### config.mk
export PLATFORM = sky130hd
export DESIGN_NAME = icr_front
export DESIGN_NICKNAME = d
export VERILOG_FILES = /design/src/rtl/icr_pkg.sv /design/src/rtl/icr_front.sv
export SDC_FILE = /design/constraint.sdc
export NUM_CORES = 1
export LEC_CHECK = 0
export BUFFER_PORTS_ARGS = -buffer_cell sky130_fd_sc_hd__buf_2
export CELL_PAD_IN_SITES_DETAIL_PLACEMENT = 0
export CELL_PAD_IN_SITES_GLOBAL_PLACEMENT = 1
export CORE_ASPECT_RATIO = 0.6
export CORE_MARGIN = 2
export CORE_UTILIZATION = 35
export DETAILED_ROUTE_END_ITERATION = 8
export PLACE_DENSITY_LB_ADDON = 0.1
export SLEW_MARGIN = 20
export SYNTH_ARGS = -nofsm -noshare
export SYNTH_HDL_FRONTEND = slang
export SYNTH_SLANG_ARGS = --single-unit
export TNS_END_PERCENT = 5
### constraint.sdc
create_clock -name clock -period 3.58 [get_ports clock]
set_input_delay 0.179 -clock clock [delete_from_list [all_inputs] [get_ports clock]]
set_output_delay 0.179 -clock clock [all_outputs]
set_load 0.03 [all_outputs]
### src/rtl/icr_pkg.sv
// ----------------------------------------------------------------------------
// Clock recovery package
// Types, constants and fixed-point helpers shared by the recovery block.
// ----------------------------------------------------------------------------
package icr_pkg;

   typedef struct packed {
      logic        opcode;
      logic [31:0] event_time_us;
      logic [7:0]  completed_count;
      logic [31:0] query_stream_time;
   } req_type;

   typedef struct packed {
      logic [31:0]        converted_local_time;
      logic [31:0]        ref_local_time;
      logic [31:0]        ref_stream_time;
      logic signed [31:0] drift_ppm_q16;
      logic               reference_updated;
      logic [1:0]         run_state;
   } rsp_type;

   localparam int unsigned WINDOW_US_DEFAULT = 1000000;

   localparam int          CSR_AW         = 3;
   localparam logic        REG_INTERVAL   = 1'b0;
   localparam logic [16:0] INTERVAL_RESET = 17'd10000;

   localparam logic OPCODE_EVENT   = 1'b0;
   localparam logic OPCODE_CONVERT = 1'b1;

   localparam logic [1:0] PHASE_RESET   = 2'd0;
   localparam logic [1:0] PHASE_WARMUP  = 2'd1;
   localparam logic [1:0] PHASE_RUNNING = 2'd2;

   localparam logic signed [31:0] COEF_A1 = -32'sd2068009541;
   localparam logic signed [31:0] COEF_A2 = 32'sd997105741;
   localparam logic signed [31:0] COEF_B0 = 32'sd709506;
   localparam logic signed [31:0] COEF_B1 = 32'sd1419012;

   // The divisor 10^6 splits into 2^6 and 15625; CONV_RECIP is floor(2^45 / 15625).
   localparam logic [31:0] CMIN_RESET = 32'h7FFF_FFFF;
   localparam logic [63:0] CONV_HALF  = 64'd32768000000;
   localparam logic [31:0] CONV_DIV   = 32'd15625;
   localparam logic [31:0] CONV_RECIP = 32'd2251799813;
   localparam int          QUOT_BITS  = 27;

   localparam logic signed [63:0] S64_MAX = 64'sh7FFF_FFFF_FFFF_FFFF;
   localparam logic signed [63:0] S64_MIN = 64'sh8000_0000_0000_0000;

   function automatic logic signed [63:0] sat_add(input logic signed [63:0] a,
                                                   input logic signed [63:0] b);
      logic signed [64:0] s;
      s = {a[63], a} + {b[63], b};
      if (s[64] != s[63]) begin
         return s[64] ? S64_MIN : S64_MAX;
      end
      return s[63:0];
   endfunction

   function automatic logic signed [63:0] sat_sub(input logic signed [63:0] a,
                                                   input logic signed [63:0] b);
      logic signed [64:0] s;
      s = {a[63], a} - {b[63], b};
      if (s[64] != s[63]) begin
         return s[64] ? S64_MIN : S64_MAX;
      end
      return s[63:0];
   endfunction

   function automatic logic [31:0] to_q16(input logic signed [63:0] x);
      logic [63:0] mag;
      logic [64:0] sum;
      logic [48:0] m;
      mag = x[63] ? (64'd0 - x) : x;
      sum = {1'b0, mag} + 65'd32768;
      m   = sum[64:16];
      if (x[63]) begin
         if (m > 49'h0_8000_0000) begin
            m = 49'h0_8000_0000;
         end
         return 32'd0 - m[31:0];
      end
      if (m > 49'h0_7FFF_FFFF) begin
         m = 49'h0_7FFF_FFFF;
      end
      return m[31:0];
   endfunction

endpackage

### src/rtl/icr_front.sv
// ----------------------------------------------------------------------------
// Clock recovery front
// Accepts request transfers into a two-entry queue for the back end.
// ----------------------------------------------------------------------------
module icr_front (
   input  logic             clock,
   input  logic             reset,
   input  logic             req_valid,
   output logic             req_stall,
   input  icr_pkg::req_type req_data,
   output logic             q_valid,
   output icr_pkg::req_type q_data,
   input  logic             q_pop
);

   icr_pkg::req_type slot_ff [2];
   logic             wr_ptr_ff;
   logic             rd_ptr_ff;
   logic [1:0]       count_ff;
   logic             push;
   logic             pop;

   assign req_stall = (count_ff == 2'd2);
   assign push      = req_valid && !req_stall;
   assign q_valid   = (count_ff != 2'd0);
   assign pop       = q_pop && q_valid;
   assign q_data    = slot_ff[rd_ptr_ff];

   always_ff @(posedge clock) begin
      if (push) begin
         slot_ff[wr_ptr_ff] <= req_data;
      end
   end

   always_ff @(posedge clock) begin
      if (reset) begin
         wr_ptr_ff <= 1'b0;
         rd_ptr_ff <= 1'b0;
         count_ff  <= 2'd0;
      end else begin
         if (push) begin
            wr_ptr_ff <= !wr_ptr_ff;
         end
         if (pop) begin
            rd_ptr_ff <= !rd_ptr_ff;
         end
         count_ff <= count_ff + 2'(push) - 2'(pop);
      end
   end

endmodule

==> impl_metrics.json <==
{
  "drive_above_1_share": 0.519,
  "fin_crit_ns": 2.11,
  "io_pins": 152,
  "synth_seq_cells": 151,
  "cap_violations": 0,
  "grt_setup_unrepaired": "false",
  "synthArstFlopShare": 0,
  "cp-start-kind": "flop",
  "cts_inserted_buffers": 17,
  "htree_levels": 4,
  "finalClockSkew_ns": 0.0107,
  "gp_congestion": 0.714,
  "crit_family": "flip-flops",
  "hold_class": "in -> reg",
  "drtIter0Drc": 141,
  "cts_resized": 0,
  "min_from": "req_valid",
  "clk_pin_slew_worst_paths_ns": 0.06,
  "synthCells": 253,
  "synth_edf_count": 146,
  "p_leak_nw": 2.97,
  "crit_fanout": 45,
  "use_met1": 0.171,
  "drc": 0,
  "totalWireLength_mm": 10.7,
  "fin_tns_setup_ns": 0,
  "finalSetupViolCount": 0,
  "clockBufferDepth": 2,
  "clk_latency_ns": 0.41,
  "worst_ir_drop_vdd_uv": 290,
  "busiest_layer": "met2",
  "dp.cells": 600,
  "antenna_found_initial": 0,
  "cts_root_buf": "clkbuf_16",
  "critPathRequiredTime_ns": 3.40,
  "rows": 35,
  "postRouteAntennaNets": 0,
  "clock_sinks": 151,
  "vias_per_cell": 4.39,
  "synth_flop_cell": "edfxtp_1",
  "vias": 3108,
  "nFillCells": 1324,
  "track_usage": 0.133,
  "grtUsageMet3": 0.0492,
  "synth_area_per_cell_um2": 21.8,
  "post-route-period-util": 0.589,
  "ys_types": 20,
  "syn-cell-area_mm2": 0.00553,
  "ff2ff_setup_slack_ns": 1.52,
  "dieWidth_um": 166,
  "grt_max_degree": 74,
  "fin_nets": 571,
  "grt_pass1_wl_mm": 16.9,
  "tightest_slew_ns": 0.690,
  "clock.fmax_ghz": 0.474,
  "relSlewSlack": 0.539,
  "r2r_start": "count_ff[0]",
  "pre_cts_ws_ns": 1.47,
  "path_cells": "buf_16 -> mux2_2 -> buf_2",
  "critPathBufInv": 2,
  "syn_nets": 332,
  "worst_slack_ns": 1.47,
  "hpwl_mm": 6.31,
  "design.core.area_mm2": 0.0154,
  "die-area_mm2": 0.0168,
  "cpPeakStageDelay_ns": 0.63,
  "seq_area_frac_synth": 0.811,
  "diodes": 0,
  "power.density_mw_per_mm2": 713,
  "instances_no_fill": 708,
  "area_delta_synth_final_pct": 42.5,
  "path_class": "reg -> out",
  "slew_viol_final": 0,
  "crit_path_top_delay_cell": "dfxtp_4",
  "critPathCaptureType": "output port",
  "yosys_warnings": 0,
  "portBuffers": 151,
  "crit_arrival_ns": 1.93,
  "met2_usage": 0.205,
  "cts_tree": "built",
  "die_h_um": 101,
  "post-route-util": 0.511,
  "start_util": 0.359,
  "status": "complete, no violations",
  "hold_violations": 0,
  "wl_per_cell_um": 15.2,
  "grt_overflow": 0,
  "grt_pass1_vias": 3292,
  "first_pass_iters": 4
}
==> final timing paths <==
check,end,depth (start not counted)
worst min-delay path,wr_ptr_ff,4
worst max-delay path,q_data[14],3
worst min register to register,wr_ptr_ff,2
worst max register to register,slot_ff[0][2],5
==> worst reg2reg max path: stages, from the launching register on <==
cell	delay, ns
dfxtp_1	0.35
nand2b_2	0.16
inv_2	0.04
or3_1	0.34
clkinv_2	0.50
buf_12	0.33
==> through the flow <==
stage                     power, mW  area [um^2]  hold WS, ns
after floorplan                3.40         5530        0.248
after CTS                      5.68         7820        0.171
final                          5.61         7880        0.186
after global placement         3.78         6480        0.366
after global routing           5.87         7880        0.190
after detailed placement       3.79         6480        0.370
==> layout by cell type, fill, tap and decap left out, drive strengths merged <==
cell type,Yosys,final
buf,8,154
o21a,1,1
clkinv,0,6
dfxtp,5,5
clkbuf,0,19
xnor2,2,2
dlygate4sd3,0,74
nand2b,1,1
nor2,3,3
clkinvlp,0,2
ha,2,2
edfxtp,146,146
and3,1,1
a21oi,1,1
xor2,1,1
mux2,73,73
inv,4,6
nor2b,1,1
o21ai,1,1
nand2,1,1
or2,1,1
or3,1,1
bufinv,0,3
==> cell type report <==
class                           instances  area [um^2]  share of cell area
Sequential cell                       151         4490               0.570
Timing Repair Buffer                  228         1570               0.199
Multi-Input combinational cell         90          945               0.120
Clock buffer                           19          433              0.0550
Tap cell                              203          254              0.0322
Clock inverter                         13          170              0.0216
Inverter                                4         16.3             0.00206
==> flip-flops by register name (all words and copies together), names as in the netlist, named ones only <==
signal and flops:
slot_ff 146, count_ff 2, rd_ptr_ff 1, wr_ptr_ff 1
==> cells in the mapped netlist (all sizes together) (2+ instances only) <==
| cell type | count | area [um^2] |
|---|---|---|
| nor2 | 3 | 11.3 |
| buf | 8 | 86.3 |
| edfxtp | 146 | 4380 |
| inv | 4 | 15.0 |
| ha | 2 | 25.0 |
| mux2 | 73 | 822 |
| dfxtp | 5 | 100 |
| xnor2 | 2 | 17.5 |
==> power breakdown <==
part / total (mW) / leakage (nW) / internal [mW] / switching, mW
Clock: 1.80 / 0.286 / 1.10 / 0.698
Combinational: 1.52 / 1.28 / 0.578 / 0.947
Sequential: 2.29 / 1.41 / 2.20 / 0.0914
==> layer usage <==
| metal | share of wire | vias to the layer above |
|---|---|---|
| met5 | 0 | - |
| met3 | 0.074 | 13 |
| li1 | - | 1475 |
| met4 | 0.014 | 0 |
| met2 | 0.44 | 108 |
| met1 | 0.48 | 1512 |
==> timing repair <==
| item | in CTS | in global routing |
|---|---|---|
| setup endpoints to repair | 0 | 0 |
| setup buffers | 0 | 0 |
| hold buffers | 74 | 0 |
| endpoints found under the hold margin | 151 | 0 |
==> cells by family (layout without fill, tap and decap cells) <==
logic type,after synthesis,in the layout,share of synthesized area
compound gates,3,3,0.00317
xor+xnor,3,3,0.00476
fa+ha+maj,2,2,0.00453
buf+inv,12,264,0.0183
flops,151,151,0.811
mux,73,73,0.149
simple gates,9,9,0.00906
No activity file was read; power rests on OpenSTA's default activity.
